[config.mk]
export PLATFORM = sky130hd
export DESIGN_NAME = wav_header_duration_parser_top_flat
export DESIGN_NICKNAME = d
export VERILOG_FILES = /design/src/hdl/whdp_pkg.sv /design/src/hdl/whdp_if.sv /design/src/hdl/whdp_front.sv /design/src/hdl/whdp_queue.sv /design/src/hdl/whdp_back.sv /design/src/hdl/wav_header_duration_parser_top.sv /design/src/flat_wrapper.sv
export SDC_FILE = /design/constraint.sdc
export NUM_CORES = 1
export LEC_CHECK = 0
export BUFFER_PORTS_ARGS = -buffer_cell sky130_fd_sc_hd__clkbuf_2
export CAP_MARGIN = 20
export CORE_MARGIN = 8
export CORE_UTILIZATION = 35
export CTS_CLUSTER_SIZE = 30
export DETAILED_ROUTE_END_ITERATION = 7
export GPL_TIMING_DRIVEN = 0
export PLACE_DENSITY_LB_ADDON = 0.2
export REMOVE_ABC_BUFFERS = 1
export SYNTH_ARGS = -nofsm -noshare
export SYNTH_HDL_FRONTEND = slang
export SYNTH_SLANG_ARGS = --single-unit
[constraint.sdc]
create_clock -name clk -period 6.1 [get_ports clk]
set_input_delay 0.915 -clock clk [delete_from_list [all_inputs] [get_ports clk]]
set_output_delay 0.915 -clock clk [all_outputs]
set_load 0.02 [all_outputs]
[src/hdl/whdp_pkg.sv]
// Package: shared constants, status codes and the job type of the WAV duration parser.
`timescale 1ns / 1ps
package whdp_pkg;

  // Chunk tags as they appear in a little-endian 32-bit word.
  localparam logic [31:0] TAG_RIFF = 32'h4646_4952;
  localparam logic [31:0] TAG_WAVE = 32'h4556_4157;
  localparam logic [31:0] TAG_FMT  = 32'h2074_6d66;
  localparam logic [31:0] TAG_DATA = 32'h6174_6164;

  // Smallest fmt chunk body that carries rate and block align.
  localparam logic [31:0] FMT_MIN_SIZE = 32'd16;

  // Result status codes.
  localparam logic [2:0] ST_OK        = 3'd0;
  localparam logic [2:0] ST_BAD_TAG   = 3'd1;
  localparam logic [2:0] ST_FMT_SHORT = 3'd2;
  localparam logic [2:0] ST_NO_DATA   = 3'd3;
  localparam logic [2:0] ST_NO_FMT    = 3'd4;

  // Default number of finished files that may wait for the divider.
  localparam int QUEUE_DEPTH_DEFAULT = 2;

  // One parsed file handed from the parser to the divider.
  typedef struct packed {
    logic [2:0]  status;
    logic [31:0] data_length;
    logic [15:0] frame_bytes;
    logic [31:0] samp_rate;
  } job_t;

  // Write side of the job queue.
  typedef struct packed {
    logic push;
    job_t job;
  } job_push_t;

endpackage

[src/hdl/whdp_if.sv]
// Interfaces: byte input channel and duration result channel.
`timescale 1ns / 1ps
interface whdp_in_if;
  logic       valid;
  logic       ready;
  logic [7:0] data_byte;
  logic       last_byte;

  modport source (output valid, output data_byte, output last_byte, input ready);
  modport sink (input valid, input data_byte, input last_byte, output ready);
endinterface

interface whdp_out_if;
  logic        valid;
  logic        ready;
  logic [31:0] seconds;
  logic [2:0]  status;

  modport source (output valid, output seconds, output status, input ready);
  modport sink (input valid, input seconds, input status, output ready);
endinterface

[src/hdl/whdp_front.sv]
// Front part: walks RIFF chunks a byte per cycle unless queue_full; queues a job per file.
`timescale 1ns / 1ps
module whdp_front
  import whdp_pkg::*;
(
  input  logic       clk,
  input  logic       rst,
  whdp_in_if.sink    byte_in,
  input  logic       queue_full,
  output job_push_t  job_wr
);

  localparam logic [2:0] PH_RIFF = 3'd0;
  localparam logic [2:0] PH_CHDR = 3'd1;
  localparam logic [2:0] PH_FMT  = 3'd2;
  localparam logic [2:0] PH_SKIP = 3'd3;
  localparam logic [2:0] PH_PAD  = 3'd4;
  localparam logic [2:0] PH_DONE = 3'd5;
  localparam logic [2:0] PH_ERR  = 3'd6;

  logic [2:0]  phase, phase_next;
  logic [3:0]  count, count_next;
  logic [63:0] shift, shift_next;
  logic [31:0] remaining, remaining_next;
  logic [31:0] samp_rate, samp_rate_next;
  logic [15:0] frame_bytes, frame_bytes_next;
  logic [31:0] data_length, data_length_next;
  logic        fmt_seen, fmt_seen_next;
  logic [2:0]  parse_status, parse_status_next;

  logic [63:0] shifted;
  logic [3:0]  count_inc;
  logic        fire;
  logic [2:0]  job_status;

  assign byte_in.ready = !queue_full;
  assign fire          = byte_in.valid && byte_in.ready;
  assign shifted       = {byte_in.data_byte, shift[63:8]};
  assign count_inc     = count + 4'd1;

  // Parser next state for the byte on the port.
  always_comb begin
    phase_next        = phase;
    count_next        = count;
    shift_next        = shift;
    remaining_next    = remaining;
    samp_rate_next    = samp_rate;
    frame_bytes_next  = frame_bytes;
    data_length_next  = data_length;
    fmt_seen_next     = fmt_seen;
    parse_status_next = parse_status;
    case (phase)
      PH_RIFF: begin
        shift_next = shifted;
        count_next = count_inc;
        if (count_inc == 4'd4 && shifted[63:32] != TAG_RIFF) begin
          parse_status_next = ST_BAD_TAG;
          phase_next        = PH_ERR;
        end else if (count_inc == 4'd12) begin
          if (shifted[63:32] != TAG_WAVE) begin
            parse_status_next = ST_BAD_TAG;
            phase_next        = PH_ERR;
          end else begin
            count_next = 4'd0;
            phase_next = PH_CHDR;
          end
        end
      end
      PH_CHDR: begin
        shift_next = shifted;
        count_next = count_inc;
        if (count_inc == 4'd8) begin
          count_next = 4'd0;
          if (shifted[31:0] == TAG_FMT) begin
            if (shifted[63:32] < FMT_MIN_SIZE) begin
              parse_status_next = ST_FMT_SHORT;
              phase_next        = PH_ERR;
            end else begin
              remaining_next = shifted[63:32] - FMT_MIN_SIZE;
              phase_next     = PH_FMT;
            end
          end else if (shifted[31:0] == TAG_DATA) begin
            data_length_next = shifted[63:32];
            phase_next       = PH_DONE;
          end else begin
            remaining_next = shifted[63:32];
            // An empty chunk has no body and no pad byte.
            phase_next = (shifted[63:32] == 32'd0) ? PH_CHDR : PH_SKIP;
          end
        end
      end
      PH_FMT: begin
        if (count[3:2] == 2'b01) begin
          samp_rate_next[{count[1:0], 3'b000} +: 8] = byte_in.data_byte;
        end else if (count == 4'd12) begin
          frame_bytes_next[7:0] = byte_in.data_byte;
        end else if (count == 4'd13) begin
          frame_bytes_next[15:8] = byte_in.data_byte;
        end
        count_next = count_inc;
        if (count == 4'd15) begin
          fmt_seen_next = 1'b1;
          if (remaining != 32'd0) begin
            phase_next = PH_SKIP;
          end else begin
            phase_next = shift[32] ? PH_PAD : PH_CHDR;
          end
        end
      end
      PH_SKIP: begin
        remaining_next = remaining - 32'd1;
        if (remaining == 32'd1) begin
          phase_next = shift[32] ? PH_PAD : PH_CHDR;
        end
      end
      PH_PAD: begin
        phase_next = PH_CHDR;
      end
      default: begin
      end
    endcase
  end

  // Status of a file that ends with this byte.
  always_comb begin
    if (parse_status_next != ST_OK) begin
      job_status = parse_status_next;
    end else if (phase_next == PH_RIFF) begin
      job_status = ST_BAD_TAG;
    end else if (phase_next != PH_DONE) begin
      job_status = ST_NO_DATA;
    end else if (!fmt_seen_next) begin
      job_status = ST_NO_FMT;
    end else begin
      job_status = ST_OK;
    end
  end

  assign job_wr.push             = fire && byte_in.last_byte;
  assign job_wr.job.status       = job_status;
  assign job_wr.job.data_length  = data_length_next;
  assign job_wr.job.frame_bytes  = frame_bytes_next;
  assign job_wr.job.samp_rate    = samp_rate_next;

  // Parser registers; the last byte of a file returns them to the start.
  always_ff @(posedge clk) begin
    if (rst || (fire && byte_in.last_byte)) begin
      phase        <= PH_RIFF;
      count        <= 4'd0;
      shift        <= 64'd0;
      remaining    <= 32'd0;
      samp_rate    <= 32'd0;
      frame_bytes  <= 16'd0;
      data_length  <= 32'd0;
      fmt_seen     <= 1'b0;
      parse_status <= ST_OK;
    end else if (fire) begin
      phase        <= phase_next;
      count        <= count_next;
      shift        <= shift_next;
      remaining    <= remaining_next;
      samp_rate    <= samp_rate_next;
      frame_bytes  <= frame_bytes_next;
      data_length  <= data_length_next;
      fmt_seen     <= fmt_seen_next;
      parse_status <= parse_status_next;
    end
  end

endmodule

[src/hdl/whdp_queue.sv]
// Job queue: a short first-in first-out buffer between the parser and the divider.
`timescale 1ns / 1ps
module whdp_queue
  import whdp_pkg::*;
#(
  parameter int QUEUE_DEPTH = QUEUE_DEPTH_DEFAULT
) (
  input  logic      clk,
  input  logic      rst,
  input  job_push_t job_wr,
  output logic      full,
  output logic      avail,
  output job_t      head,
  input  logic      pop
);

  localparam int PtrW = (QUEUE_DEPTH > 1) ? $clog2(QUEUE_DEPTH) : 1;
  localparam int CntW = $clog2(QUEUE_DEPTH + 1);
  localparam logic [PtrW-1:0] LastSlot = PtrW'(QUEUE_DEPTH - 1);
  localparam logic [CntW-1:0] DepthCnt = CntW'(QUEUE_DEPTH);

  job_t            slots [QUEUE_DEPTH];
  logic [PtrW-1:0] wr_ptr;
  logic [PtrW-1:0] rd_ptr;
  logic [CntW-1:0] fill;
  logic            do_push;
  logic            do_pop;

  assign full    = (fill == DepthCnt);
  assign avail   = (fill != '0);
  assign head    = slots[rd_ptr];
  assign do_push = job_wr.push && !full;
  assign do_pop  = pop && avail;

  // Storage for queued jobs.
  always_ff @(posedge clk) begin
    if (do_push) begin
      slots[wr_ptr] <= job_wr.job;
    end
  end

  // Pointers and fill level.
  always_ff @(posedge clk) begin
    if (rst) begin
      wr_ptr <= '0;
      rd_ptr <= '0;
      fill   <= '0;
    end else begin
      if (do_push) begin
        wr_ptr <= (wr_ptr == LastSlot) ? '0 : wr_ptr + PtrW'(1);
      end
      if (do_pop) begin
        rd_ptr <= (rd_ptr == LastSlot) ? '0 : rd_ptr + PtrW'(1);
      end
      if (do_push && !do_pop) begin
        fill <= fill + CntW'(1);
      end else if (do_pop && !do_push) begin
        fill <= fill - CntW'(1);
      end
    end
  end

  // The parser never pushes into a full queue, and the divider never pops an empty one.
  assert property (@(posedge clk) disable iff (rst) !(job_wr.push && full))
    else $error("Job pushed into a full queue.");
  assert property (@(posedge clk) disable iff (rst) !(pop && !avail))
    else $error("Job popped from an empty queue.");
  // The fill level never passes the depth.
  assert property (@(posedge clk) disable iff (rst) fill <= DepthCnt)
    else $error("Queue fill level beyond its depth.");

endmodule

[src/hdl/whdp_back.sv]
// Back part: two bit-serial divisions per valid file and the registered result.
`timescale 1ns / 1ps
module whdp_back
  import whdp_pkg::*;
(
  input  logic        clk,
  input  logic        rst,
  input  logic        avail,
  input  job_t        head,
  output logic        pop,
  whdp_out_if.source  result_out
);

  localparam logic [1:0] S_IDLE = 2'd0;
  localparam logic [1:0] S_DIV1 = 2'd1;
  localparam logic [1:0] S_DIV2 = 2'd2;
  localparam logic [1:0] S_DONE = 2'd3;

  logic [1:0]  state;
  logic [4:0]  step;
  logic [31:0] quo;
  logic [31:0] rem;
  logic [31:0] divisor;
  logic [31:0] rate;
  logic [2:0]  job_status;
  logic        out_valid;
  logic [31:0] out_duration;
  logic [2:0]  out_status;

  logic [32:0] trial;
  logic        q_bit;
  logic [31:0] rem_step;
  logic        out_free;

  // One restoring division step: shift in the next dividend bit and try to subtract.
  assign trial    = {rem, quo[31]};
  assign q_bit    = (trial >= {1'b0, divisor});
  assign rem_step = q_bit ? 32'(trial - {1'b0, divisor}) : trial[31:0];

  assign out_free = !out_valid || result_out.ready;
  assign pop      = (state == S_IDLE) && avail;

  // Division sequencer: samples per channel first, then seconds.
  always_ff @(posedge clk) begin
    if (rst) begin
      state <= S_IDLE;
      step  <= 5'd0;
    end else begin
      case (state)
        S_IDLE: begin
          step <= 5'd0;
          if (avail) begin
            job_status <= head.status;
            rem        <= 32'd0;
            divisor    <= {16'd0, head.frame_bytes};
            rate       <= head.samp_rate;
            if (head.status != ST_OK || head.samp_rate == 32'd0 ||
                head.frame_bytes == 16'd0) begin
              quo   <= 32'd0;
              state <= S_DONE;
            end else begin
              quo   <= head.data_length;
              state <= S_DIV1;
            end
          end
        end
        S_DIV1: begin
          quo  <= {quo[30:0], q_bit};
          step <= step + 5'd1;
          if (step == 5'd31) begin
            rem     <= 32'd0;
            divisor <= rate;
            state   <= S_DIV2;
          end else begin
            rem <= rem_step;
          end
        end
        S_DIV2: begin
          quo  <= {quo[30:0], q_bit};
          rem  <= rem_step;
          step <= step + 5'd1;
          if (step == 5'd31) begin
            state <= S_DONE;
          end
        end
        S_DONE: begin
          if (out_free) begin
            state <= S_IDLE;
          end
        end
        default: begin
          state <= S_IDLE;
        end
      endcase
    end
  end

  // Output register: holds a finished item until the sink takes it.
  always_ff @(posedge clk) begin
    if (rst) begin
      out_valid <= 1'b0;
    end else if (state == S_DONE && out_free) begin
      out_valid    <= 1'b1;
      out_duration <= quo;
      out_status   <= job_status;
    end else if (result_out.ready) begin
      out_valid <= 1'b0;
    end
  end

  assign result_out.valid   = out_valid;
  assign result_out.seconds = out_duration;
  assign result_out.status  = out_status;

  // A failed file always reports zero seconds.
  assert property (@(posedge clk) disable iff (rst)
    (out_valid && out_status != ST_OK) |-> (out_duration == 32'd0))
    else $error("Non-zero duration with an error status.");
  // Status codes stay within the defined set.
  assert property (@(posedge clk) disable iff (rst)
    out_valid |-> (out_status <= ST_NO_FMT))
    else $error("Undefined status code on the output.");
  // The step counter is back at zero whenever a division starts.
  assert property (@(posedge clk) disable iff (rst)
    (state == S_IDLE && avail) |=> (step == 5'd0))
    else $error("Division started with a stale step count.");
  // Only successful files go through the divider.
  assert property (@(posedge clk) disable iff (rst)
    (state == S_DIV1 || state == S_DIV2) |-> (job_status == ST_OK && divisor != 32'd0))
    else $error("Divider running on a failed file or a zero divisor.");

endmodule

[src/hdl/wav_header_duration_parser_top.sv]
// Result path: the last byte queues a job; the idle divider pops it and, unless the file
// failed or a divisor is zero, runs two 32-step bit-serial divisions, then loads the
// result register once it is free. Flow: one byte per cycle while the queue is not full;
// one file at a time is divided; QUEUE_DEPTH finished files queue before byte input stalls.
// Reset: synchronous, active high; it clears the parser, the queue and the divider at once.
// Top level: RIFF/WAVE header parser that reports playing time in whole seconds.
`timescale 1ns / 1ps
module wav_header_duration_parser_top
  import whdp_pkg::*;
#(
  parameter int QUEUE_DEPTH = QUEUE_DEPTH_DEFAULT
) (
  input  logic       clk,
  input  logic       rst,
  whdp_in_if.sink    byte_in,
  whdp_out_if.source result_out
);

  job_push_t job_wr;
  logic      queue_full;
  logic      queue_avail;
  job_t      queue_head;
  logic      queue_pop;

  // Byte parser.
  whdp_front u_front (
    .clk        (clk),
    .rst        (rst),
    .byte_in    (byte_in),
    .queue_full (queue_full),
    .job_wr     (job_wr)
  );

  // Jobs waiting for the divider.
  whdp_queue #(
    .QUEUE_DEPTH (QUEUE_DEPTH)
  ) u_queue (
    .clk    (clk),
    .rst    (rst),
    .job_wr (job_wr),
    .full   (queue_full),
    .avail  (queue_avail),
    .head   (queue_head),
    .pop    (queue_pop)
  );

  // Divider and result register.
  whdp_back u_back (
    .clk        (clk),
    .rst        (rst),
    .avail      (queue_avail),
    .head       (queue_head),
    .pop        (queue_pop),
    .result_out (result_out)
  );

endmodule

[src/flat_wrapper.sv]
// flat-port wrapper written by rule: the top's interface ports become plain ports
module wav_header_duration_parser_top_flat import whdp_pkg::*;
#(
  parameter int QUEUE_DEPTH = QUEUE_DEPTH_DEFAULT
)
  (clk, rst, byte_in_valid, byte_in_data_byte, byte_in_last_byte, byte_in_ready, result_out_valid, result_out_seconds, result_out_status, result_out_ready);
  whdp_in_if byte_in_i ();
  whdp_out_if result_out_i ();
  input  logic clk;
  input  logic rst;
  input wire logic [$bits(byte_in_i.valid)-1:0] byte_in_valid;
  input wire logic [$bits(byte_in_i.data_byte)-1:0] byte_in_data_byte;
  input wire logic [$bits(byte_in_i.last_byte)-1:0] byte_in_last_byte;
  output wire logic [$bits(byte_in_i.ready)-1:0] byte_in_ready;
  output wire logic [$bits(result_out_i.valid)-1:0] result_out_valid;
  output wire logic [$bits(result_out_i.seconds)-1:0] result_out_seconds;
  output wire logic [$bits(result_out_i.status)-1:0] result_out_status;
  input wire logic [$bits(result_out_i.ready)-1:0] result_out_ready;
  assign byte_in_i.valid = byte_in_valid;
  assign byte_in_i.data_byte = byte_in_data_byte;
  assign byte_in_i.last_byte = byte_in_last_byte;
  assign byte_in_ready = byte_in_i.ready;
  assign result_out_valid = result_out_i.valid;
  assign result_out_seconds = result_out_i.seconds;
  assign result_out_status = result_out_i.status;
  assign result_out_i.ready = result_out_ready;
  wav_header_duration_parser_top #(.QUEUE_DEPTH(QUEUE_DEPTH)) u_core (.clk(clk), .rst(rst), .byte_in(byte_in_i), .result_out(result_out_i));
endmodule
==> out/results.tsv, run 1 <==
metric	value	unit
status	finished clean	
Worst EP arrival	4.43	ns
RSZ-0062 raised after global routing	no	
post-synth top area share	41.6	%
routed vias/inst	5.22	
fill count	6488	
average cell area after synthesis	10.4	µm²
Sw Ratio	32.3	%
Clock Power Share	30.5	%
WP depth	9	
Worst-Margin Slew	1.09	ns
final setup fails	0	
setup bufs post-CTS	0	
Netlist Area Pre-Place	24000	µm²
# diodes	0	
clock period minus worst slack	3.92	ns
clock skew	0.0408	ns
hold buffers post-CTS	0	
register area share after synthesis	57.7	%
reg2reg start	u_core.u_back.rem[7]$_DFFE_PP_	
Max Fclk	255	MHz
largest net degree at the start of global routing	60	
Clock Tree Root	clkbuf_16	
num ports	50	
fin crit share	64.2	%
total grt overflow	0	
initial DRC count	1244	
Sink Count	524	
cts repair resizes	0	
number of port buffers	49	
Synth area leader	edfxtp_1	
setup TNS	0	ns
total power	11.3	mW
CTS H-tree lvls	2	
Yosys reg bits	524	
NetSw	3.64	mW
type of origin of the critical path	input port	
Setup WS pre-CTS	1.58	ns
CP cell instances	clkbuf_2 -> or4_4 -> or4_1 -> nor4_2 -> and2_1 -> nor3_1 -> o21ai_2 -> nor2_1 -> a32o_1	
worst skew pair latency	0.62	ns
Core Footprint	68200	µm²
leading cell type by number of instances after synthesis	nand2_1	
CP delay by family, top	simple AND/OR/NAND/NOR gates	
antenna-violating nets left	0	
reg2reg path depth	10	
CP max stage delay	0.85	ns
Peak VDD IR	0.213	mV
Fin. Hold Viols	0	
max cap viols	0	
crit path to	u_core.u_front.remaining[20]$_SDFFE_PP0P_	
Placer Congestion	0.833	
initial antenna violation count	0	
Unique masters post-synth	80	
synth warn	0	
Post-synth EDFFs	332	
GR Util All Layers	14.3	%
reg2reg end	u_core.u_back.rem[6]$_DFFE_PP_	
Pint	7.64	mW
Crit. Startpoint	byte_in_data_byte[0]	
Slew headroom	27.1	%
Starting Density	35.1	%
Hold/Removal Path Class	flop to flop	
Critical Path End Type	flop	
first-pass GRT wire length	90500	µm
detailed placement HPWL	37900	µm
Sequential Power Share	41.8	%
routed wire length	57100	µm
drc violations	0	
Cells after Synth	2307	
CP Class	input port to flop	
share of layout cells above drive strength 1	12.9	%
Primary FF master, synth	edfxtp_1	
ranking of synthesized cells by area	edfxtp_1, dfxtp_1, nand2_1	
layout overhead on the synthesized area	14.1	%
Rows	96	
vias in the first global route	16500	
Die Ht	278	µm
Pre-antenna DRT Iters	8	
slowest cell on the critical path	o21ai_2	
R2R Setup Slk	2.29	ns
via count	16900	
most frequent cells after synthesis	nand2_1, edfxtp_1, a21oi_1, dfxtp_1, nor2_1	
final worst slack	2.18	ns
Layout Nets	2382	
Pins Over Slew Limit	0	
Worst EP required	6.61	ns
WHS	0.413	ns
die area	77100	µm²
Leak	9.48	nW
Async S/R FF share, synth	0	%
TritonCTS clock tree	done	
CP Max Fanout	23	
die width	278	µm
hold path start	u_core.u_back.job_status[0]$_DFFE_PP_	
detailed-route wire length per cell	17.6	µm
clock-pin transition on the worst setup and hold timing paths	0.06	ns
clock buffer depth	3	
Buf/Inv on CP	1	
Inserted Clock Buffers	56	
pwr dens	413	nW/µm²
combinational power share	27.7	%
## registers in the layout, indices dropped and copies added (netlist names), 32 cells and up, named ones only
register                          count
u_core.u_back.divisor                32
u_core.u_back.rate                   32
u_core.u_back.quo                    32
u_core.u_front.samp_rate             32
u_core.u_front.remaining             32
u_core.u_front.data_length           32
u_core.u_back.result_out.seconds     32
u_core.u_back.rem                    32
u_core.u_front.shift                 56
u_core.u_queue.slots                166
## power groups by stage
stage	logic, mW	clock network, mW	registers, mW
5_1_grt	3.50	3.67	4.77
3_3_place_gp	2.93	0	4.89
4_1_cts	3.15	3.54	4.72
2_1_floorplan	2.20	0	4.77
6_report	3.12	3.44	4.72
3_5_place_dp	3.13	0	4.79
## worst min-delay path by stage
stage                                                         endpoint  slack, ns  cells past startpoint
after global routing      u_core.u_back.result_out.status[0]$_DFFE_PP_       0.44                      0
final                     u_core.u_back.result_out.status[0]$_DFFE_PP_       0.41                      0
after CTS                 u_core.u_back.result_out.status[0]$_DFFE_PP_       0.42                      0
after detailed placement  u_core.u_back.result_out.status[0]$_DFFE_PP_       0.40                      0
after floorplan           u_core.u_back.result_out.status[0]$_DFFE_PP_       0.40                      0
after global placement    u_core.u_back.result_out.status[0]$_DFFE_PP_       0.41                      0
## logic make-up (layout without fill, tap and decap cells)
logic type / count (synthesis) / after routing / share of synthesized area [%]
flops: 524 / 524 / 57.7
simple gates: 876 / 876 / 16.8
xor+xnor: 55 / 55 / 2.01
buf+inv: 192 / 249 / 3.20
mux: 133 / 133 / 5.98
compound gates: 475 / 475 / 11.6
fa+ha+maj: 52 / 52 / 2.75
## routing by layer
layer  up-vias  GRT usage, %  routed length [µm]  part of all wire [%]
li1       8286             -                   -                     -
met2       342          23.9               27200                    48
met3       100          2.49                2560                   4.5
met5         -             0                   0                     0
met4         0          4.73                1490                   2.6
met1      8220          18.6               25900                    45
## metrics by stage
stage	instances	instance area (µm²)	utilization [%]
2_1_floorplan	2169	23400	-
3_3_place_gp	3100	24700	36.3
3_5_place_dp	3140	25400	37.3
4_1_cts	3245	27300	40.0
5_1_grt	3246	27300	40.0
6_report	3246	27300	40.0
## cells in the final DEF, fill, tap and decap left out, types with 20 or more instances in the layout
cell type and n:
nand2_1 465, edfxtp_1 332, a21oi_1 217, dfxtp_1 191, nor2_1 132, o21ai_0 104
mux2_2 81, clkbuf_16 57, nor3_1 56, inv_1 54, mux2i_1 52, ha_1 50
clkbuf_2 49, o31ai_1 39, nand3_1 35, xor2_1 35, nor4_1 33, nand4_1 23
and2_1 21, xnor2_1 20
## area by class of cell
cell class                      instances  area (µm²)  area share [%]
Clock buffer                           77        1640            6.01
Clock inverter                         28         259           0.948
Inverter                               54         203           0.742
Multi-Input combinational cell       1591        9450            34.6
Sequential cell                       524       13800            50.6
Tap cell                              882        1100            4.04
Timing Repair Buffer                   90         851            3.11
No activity file was read; power rests on OpenSTA's default activity.
==> run 2: changes to the inputs <==
--- a/config.mk
+++ b/config.mk
@@ -5,6 +5,7 @@
 export SDC_FILE = /design/constraint.sdc
 export NUM_CORES = 1
 export LEC_CHECK = 0
+export ABC_AREA = 1
 export BUFFER_PORTS_ARGS = -buffer_cell sky130_fd_sc_hd__clkbuf_2
 export CAP_MARGIN = 20
 export CORE_MARGIN = 8
==> constraint.sdc (replaced) <==
create_clock -name clk -period 4.08 [get_ports clk]
set_input_delay 0.612 -clock clk [delete_from_list [all_inputs] [get_ports clk]]
set_output_delay 0.612 -clock clk [all_outputs]
set_load 0.02 [all_outputs]
==> run 2 against run 1 <==
Against the previous run: hold slack lost 0.13 ns; sequential power is 60% higher; flip-flop and latch count unchanged; die area is 8.1% higher; utilization down 0.41 points; via count is 20% higher; total power is 73% higher; area after synthesis increased by 8.6%; critical endpoint is now u_core.u_front.count[2]$_SDFFE_PP0P_; largest power group unchanged; final cell count up 29%.
==> out/results.tsv, run 2 <==
metric	value	unit	change
CTS H-tree lvls	2		unchanged
Post-Synth Adder-Cell Area	2.53	%	-0.22 points
synth warn	0		unchanged
worst skew pair latency	0.65	ns	+0.03 ns
most frequent cells after synthesis	nand2_1, nor2_1, o21ai_0, inv_1, edfxtp_1		
Max Fclk	274	MHz	
Leak	12.1	nW	+28%
Cells on Worst Hold Path	4		+4
fin crit share	89.4	%	
Die Ht	289	µm	+4.0%
Inserted Clock Buffers	58		+3.6%
RSZ-0062 raised after global routing	no		
via count	20300		+20%
final setup fails	0		unchanged
reg2reg start	u_core.u_queue.fill[0]$_SDFFE_PP0P_		
detailed placement HPWL	47700	µm	+26%
Critical Path End Type	flop		
Core Footprint	74100	µm²	+8.6%
Worst EP required	4.56	ns	-2.05 ns
Primary FF master, synth	edfxtp_1		
Peak VDD IR	0.430	mV	+100%
utilization after layout	39.6	%	-0.41 points
Synth Area in Compound Gates	12.9	%	+1.3 points
placed insts	4060		+29%
initial antenna violation count	9		+9
commonest non-fill, non-tap cells in the layout	nand2_1, nor2_1, o21ai_0		
Worst Hold End	u_core.u_back.result_out.valid$_SDFFE_PP0P_		
Slew headroom	32.2	%	+5.2 points
TritonCTS clock tree	done		
Synth area leader	edfxtp_1		
num ports	50		unchanged
Hold/Removal Path Class	input port to flop		
Top reg by flops	u_core.u_queue.slots		
CP delay by family, top	buffers and inverters		
WHS	0.285	ns	-0.128 ns
R2R Setup Slk	0.43	ns	-1.86 ns
layout overhead on the synthesized area	12.9	%	
reg2reg path depth	12		+2
Placer Congestion	0.911		+9.4%
pwr dens	663	nW/µm²	+61%
Synth Area in Simple Gates	21.9	%	+5.2 points
Worst EP arrival	4.13	ns	-0.30 ns
total grt overflow	0		unchanged
Layout Nets	3216		+35%
final worst slack	0.432	ns	-1.75 ns
Fin. Hold Viols	0		unchanged
biggest regs	u_core.u_queue.slots: 166 flops, u_core.u_front.shift: 56 flops		
Pins Over Slew Limit	0		unchanged
Buf/Inv on CP	6		+5
slowest cell on the critical path	inv_2		
initial DRC count	1527		+23%
routed wl met2	30700	µm	+13%
register area share after synthesis	53.1	%	-4.6 points
metal1 wirelength	32800	µm	+27%
clock buffer depth	3		unchanged
Synth Area in XOR/XNOR	1.89	%	-0.13 points
main combinational cell family by area after synthesis	simple AND/OR/NAND/NOR gates		
met3 routed WL	3570	µm	+40%
most common cell after layout, fill and taps aside	nand2_1		
vias in the first global route	19200		+16%
Setup WS pre-CTS	-0.0894	ns	-1.67 ns
Async S/R FF share, synth	0	%	unchanged
hold path start	result_out_ready		
type of origin of the critical path	flop		
final cell count without fillers	4172		+29%
GR Util All Layers	16.4	%	+2.1 points
Sink Count	524		unchanged
Clock Tree Root	clkbuf_16		
CP Max Fanout	59		+160%
CP cell instances	inv_2 -> nand2_1 -> nand2_8 -> inv_2 -> buf_12 -> nand2_1 -> nand2_8 -> buf_16 -> inv_2 -> buf_12 -> o21ai_1 -> a21oi_1		
CP max stage delay	0.51	ns	-0.34 ns
share of layout cells above drive strength 1	7.78	%	-5.1 points
largest net degree at the start of global routing	74		+23%
Netlist Area Pre-Place	26000	µm²	+8.6%
number of port buffers	49		unchanged
Worst-Margin Slew	1.01	ns	-0.0812 ns
Unique masters post-synth	52		-35%
Yosys reg bits	524		unchanged
die width	289	µm	+4.0%
max cap viols	0		unchanged
max reg flops	166		unchanged
mux share of post-synthesis cell area	0.154	%	-5.8 points
clock-pin transition on the worst setup and hold timing paths	0.06	ns	about the same
drc violations	0		unchanged
Pre-antenna DRT Iters	5		-3
reg2reg end	u_core.u_front.count[2]$_SDFFE_PP0P_		
clock skew	0.0609	ns	+0.0202 ns
ranking of synthesized cells by area	edfxtp_1, dfxtp_1, nand2_1		
most frequent CP cell	inv_2		
average cell area after synthesis	8.27	µm²	-20%
Rows	100		+4.2%
leading cell type by number of instances after synthesis	nand2_1		
Post-synth EDFFs	332		unchanged
first-pass GRT wire length	109000	µm	+20%
die area	83300	µm²	+8.1%
routed wire length	68700	µm	+20%
post-synth top area share	38.3	%	-3.3 points
Cells after Synth	3146		+36%
max layer used	met5		
clock period minus worst slack	3.65	ns	
antenna-violating nets left	0		unchanged
detailed-route wire length per cell	16.5	µm	-6.3%
Starting Density	35.1	%	about the same
routed vias/inst	4.86		-6.8%
CP Class	flop to flop		
status	finished clean		
hold buffers post-CTS	0		unchanged
[run 2: logic make-up (layout without fill, tap and decap cells)]
group | Yosys count | in the layout
buffers and inverters | 485 | 539
adders and majority gates | 52 | 52
AOI/OAI and AO/OA | 641 | 641
xor gates and xnor gates | 56 | 56
other | 0 | 3
muxes | 4 | 4
and+or+nand+nor | 1384 | 1384
DFF | 524 | 524
[run 2: what timing repair did]
item	CTS	global route
resized for setup	0	2
endpoints found under the setup margin	0	56
buffers inserted	0	0
[run 2: per-layer routing]
metal	vias up	global-route usage, %
li1	10400	-
met1	9403	22.6
met2	406	26.4
met3	101	2.84
met4	10	4.39
met5	-	0
[run 2: tightest hold or removal path, delay by kind of cell]
kind          cells  cell delay, ns
buf+inv           1            0.08
simple gates      3            0.19
[run 2: worst max-delay path by stage]
stage | slack [ns] | depth (start not counted) | start | to
floorplan | -2.37 | 6 | u_core.u_queue.fill[0]$_SDFFE_PP0P_ | u_core.u_queue.slots[0][0]$_DFFE_PP_
global placement | -7.50 | 8 | byte_in_valid | u_core.u_front.shift[16]$_SDFFE_PP0P_
detailed placement | -0.09 | 11 | byte_in_valid | u_core.u_front.shift[42]$_SDFFE_PP0P_
CTS | 0.11 | 12 | u_core.u_queue.fill[0]$_SDFFE_PP0P_ | u_core.u_front.remaining[28]$_SDFFE_PP0P_
global route | 0.16 | 12 | u_core.u_queue.fill[0]$_SDFFE_PP0P_ | u_core.u_front.remaining[27]$_SDFFE_PP0P_
finish | 0.43 | 12 | u_core.u_queue.fill[0]$_SDFFE_PP0P_ | u_core.u_front.count[2]$_SDFFE_PP0P_
[run 2: per-stage QoR]
stage	cell area, µm²	total power, mW	TNS, ns
2_1_floorplan	25400	12.2	-581.31
3_3_place_gp	26900	14.3	-2429.72
3_5_place_dp	27400	14.3	-2.62
4_1_cts	29300	19.7	0
5_1_grt	29400	20.9	0
6_report	29400	19.5	0
[run 2: cell type report]
class / count / area [µm²]
antenna: 3 / 7.51
clock buffer: 88 / 1680
clock inverter: 21 / 248
fill: 7523 / 44700
inverter: 359 / 1350
multi-input combinational: 2137 / 10300
sequential: 524 / 13800
tap: 969 / 1210
timing repair buffer: 71 / 693
[run 2: power breakdown]
group          switching (mW)  internal (mW)  total [mW]
Combinational            4.61           2.05        6.66
Sequential              0.579           6.99        7.56
Clock                    2.21           3.05        5.26
Total                    7.40           12.1        19.5
==> run 3: changes to the inputs <==
--- a/config.mk
+++ b/config.mk
@@ -9,7 +9,7 @@
 export BUFFER_PORTS_ARGS = -buffer_cell sky130_fd_sc_hd__clkbuf_2
 export CAP_MARGIN = 20
 export CORE_MARGIN = 8
-export CORE_UTILIZATION = 35
+export CORE_UTILIZATION = 63
 export CTS_CLUSTER_SIZE = 30
 export DETAILED_ROUTE_END_ITERATION = 7
 export GPL_TIMING_DRIVEN = 0
==> run 3 against run 2 <==
Against the previous run: sequential power is essentially flat; final cell count shrank 11%; hold slack gained 0.045 ns; critical endpoint is now u_core.u_back.quo[0]$_DFFE_PP_; highest routed layer is now met4.
==> out/results.tsv, run 3 (synthesis gave the netlist of run 2 again) <==
metric	value	unit	change
routed vias/inst	5.74		+18%
routed wl met2	29800	µm	-3.1%
antenna-violating nets left	0		unchanged
num ports	50		unchanged
vias in the first global route	19900		+4.0%
Setup WS pre-CTS	0.0834	ns	+0.173 ns
layout overhead on the synthesized area	10.3	%	
# diodes	0		-3
Critical Path End Type	flop		
fin area	28700	µm²	-2.3%
initial antenna violation count	0		-9
initial DRC count	2372		+55%
Placer Congestion	0.960		+5.4%
metal1 wirelength	29700	µm	-9.5%
RSZ-0062 raised after global routing	no		
setup bufs post-CTS	0		unchanged
WHS	0.330	ns	+0.0453 ns
Starting Density	63.7	%	+29 points
cts repair resizes	0		unchanged
max reg flops	166		unchanged
drc violations	0		unchanged
clock buffer depth	3		unchanged
DP Area	26900	µm²	-1.9%
largest net degree at the start of global routing	93		+26%
Leak	12.1	nW	-0.17%
Hold/Removal Path Class	input port to flop		
Rows	74		-26%
TritonCTS clock tree	done		
Top reg by flops	u_core.u_queue.slots		
clock skew	0.0197	ns	-0.0413 ns
hold buffers post-CTS	0		unchanged
Inserted Clock Buffers	52		-10%
Worst EP arrival	3.71	ns	-0.42 ns
Peak VDD IR	0.434	mV	+0.91%
clock-pin transition on the worst setup and hold timing paths	0.06	ns	about the same
detailed-route wire length per cell	18.0	µm	+9.3%
final worst slack	0.650	ns	+0.218 ns
Core Footprint	40800	µm²	-45%
die width	219	µm	-24%
fin crit share	84.1	%	-5.3 points
Layout Nets	3212		-0.12%
Worst-Margin Slew	1.03	ns	+0.0148 ns
via count	21400		+5.3%
clock period minus worst slack	3.43	ns	-0.218 ns
max layer used	met4		
Worst EP required	4.36	ns	-0.20 ns
share of layout cells above drive strength 1	7.81	%	+0.024 points
Sink Count	524		unchanged
commonest non-fill, non-tap cells in the layout	nand2_1, nor2_1, o21ai_0		
Pins Over Slew Limit	0		unchanged
type of origin of the critical path	flop		
Clock Tree Root	clkbuf_16		
status	finished clean		
pwr dens	676	nW/µm²	+1.8%
Die Ht	219	µm	-24%
detailed placement HPWL	46300	µm	-2.8%
final setup fails	0		unchanged
fill count	3141		-58%
biggest regs	u_core.u_queue.slots: 166 flops, u_core.u_front.shift: 56 flops		
worst skew pair latency	0.61	ns	-0.04 ns
die area	48100	µm²	-42%
number of port buffers	49		unchanged
met3 routed WL	5850	µm	+64%
Pre-antenna DRT Iters	6		+1
max cap viols	0		unchanged
first-pass GRT wire length	106000	µm	-2.8%
CP Max Fanout	46		-22%
total grt overflow	0		unchanged
most common cell after layout, fill and taps aside	nand2_1		
GR Util All Layers	27.6	%	+11 points
CP Class	flop to flop		
CTS H-tree lvls	2		unchanged
Slew headroom	31.4	%	-0.81 points
routed wire length	67000	µm	-2.5%
placed insts	3624		-11%
utilization after layout	70.3	%	+31 points
Fin. Hold Viols	0		unchanged
final cell count without fillers	3722		-11%
Max Fclk	292	MHz	+6.3%
[run 3: stage by stage]
stage / power [mW] / setup TNS [ns]
after floorplan: 12.2 / -581.31
after global placement: 14.0 / -2096.82
after detailed placement: 14.3 / 0
after CTS: 19.3 / 0
after global routing: 20.5 / 0
final: 19.4 / 0
[run 3: area by class of cell]
class / count / area, µm² / share of cell area [%]
clock buffers: 61 / 1410 / 4.91
well taps: 532 / 666 / 2.32
flip-flops and latches: 524 / 13800 / 48.2
clock inverters: 36 / 383 / 1.33
inverters: 359 / 1350 / 4.70
multi-input cells: 2137 / 10300 / 36.0
repair buffers: 73 / 751 / 2.62
[run 3: critical path, stage by stage, from the launching register on]
cell and delay, ns:
dfxtp_4 0.63, inv_2 0.33, buf_12 0.28, nand2_1 0.10, nand2_1 0.09, nor4_1 0.35
nand2_1 0.11, nor2_1 0.17, nand2_1 0.15, nand2_2 0.51, o22ai_1 0.29
[run 3: path summary, 6_finish.rpt]
check / end / from / slack [ns] / cells after the start
max: u_core.u_back.quo[0]$_DFFE_PP_ / flop / 0.65 / 10
min: u_core.u_back.step[0]$_SDFFE_PP0N_ / rst / 0.33 / 2
max reg2reg: u_core.u_back.quo[0]$_DFFE_PP_ / flop / 0.65 / 10
min reg2reg: u_core.u_back.result_out.status[1]$_DFFE_PP_ / u_core.u_back.job_status[1]$_DFFE_PP_ / 0.42 / 0
[run 3: per-layer routing]
layer | global-route usage (%) | vias up
met4 | 8.23 | 0
met2 | 42.6 | 882
met5 | 0 | -
li1 | - | 10400
met1 | 39.5 | 9983
met3 | 4.86 | 126
[run 3: power by group]
group	switching (mW)	internal, mW	leakage, nW
logic	4.73	2.07	6.49
clock network	2.08	2.92	0.886
registers	0.590	6.99	4.70
total	7.40	12.0	12.1
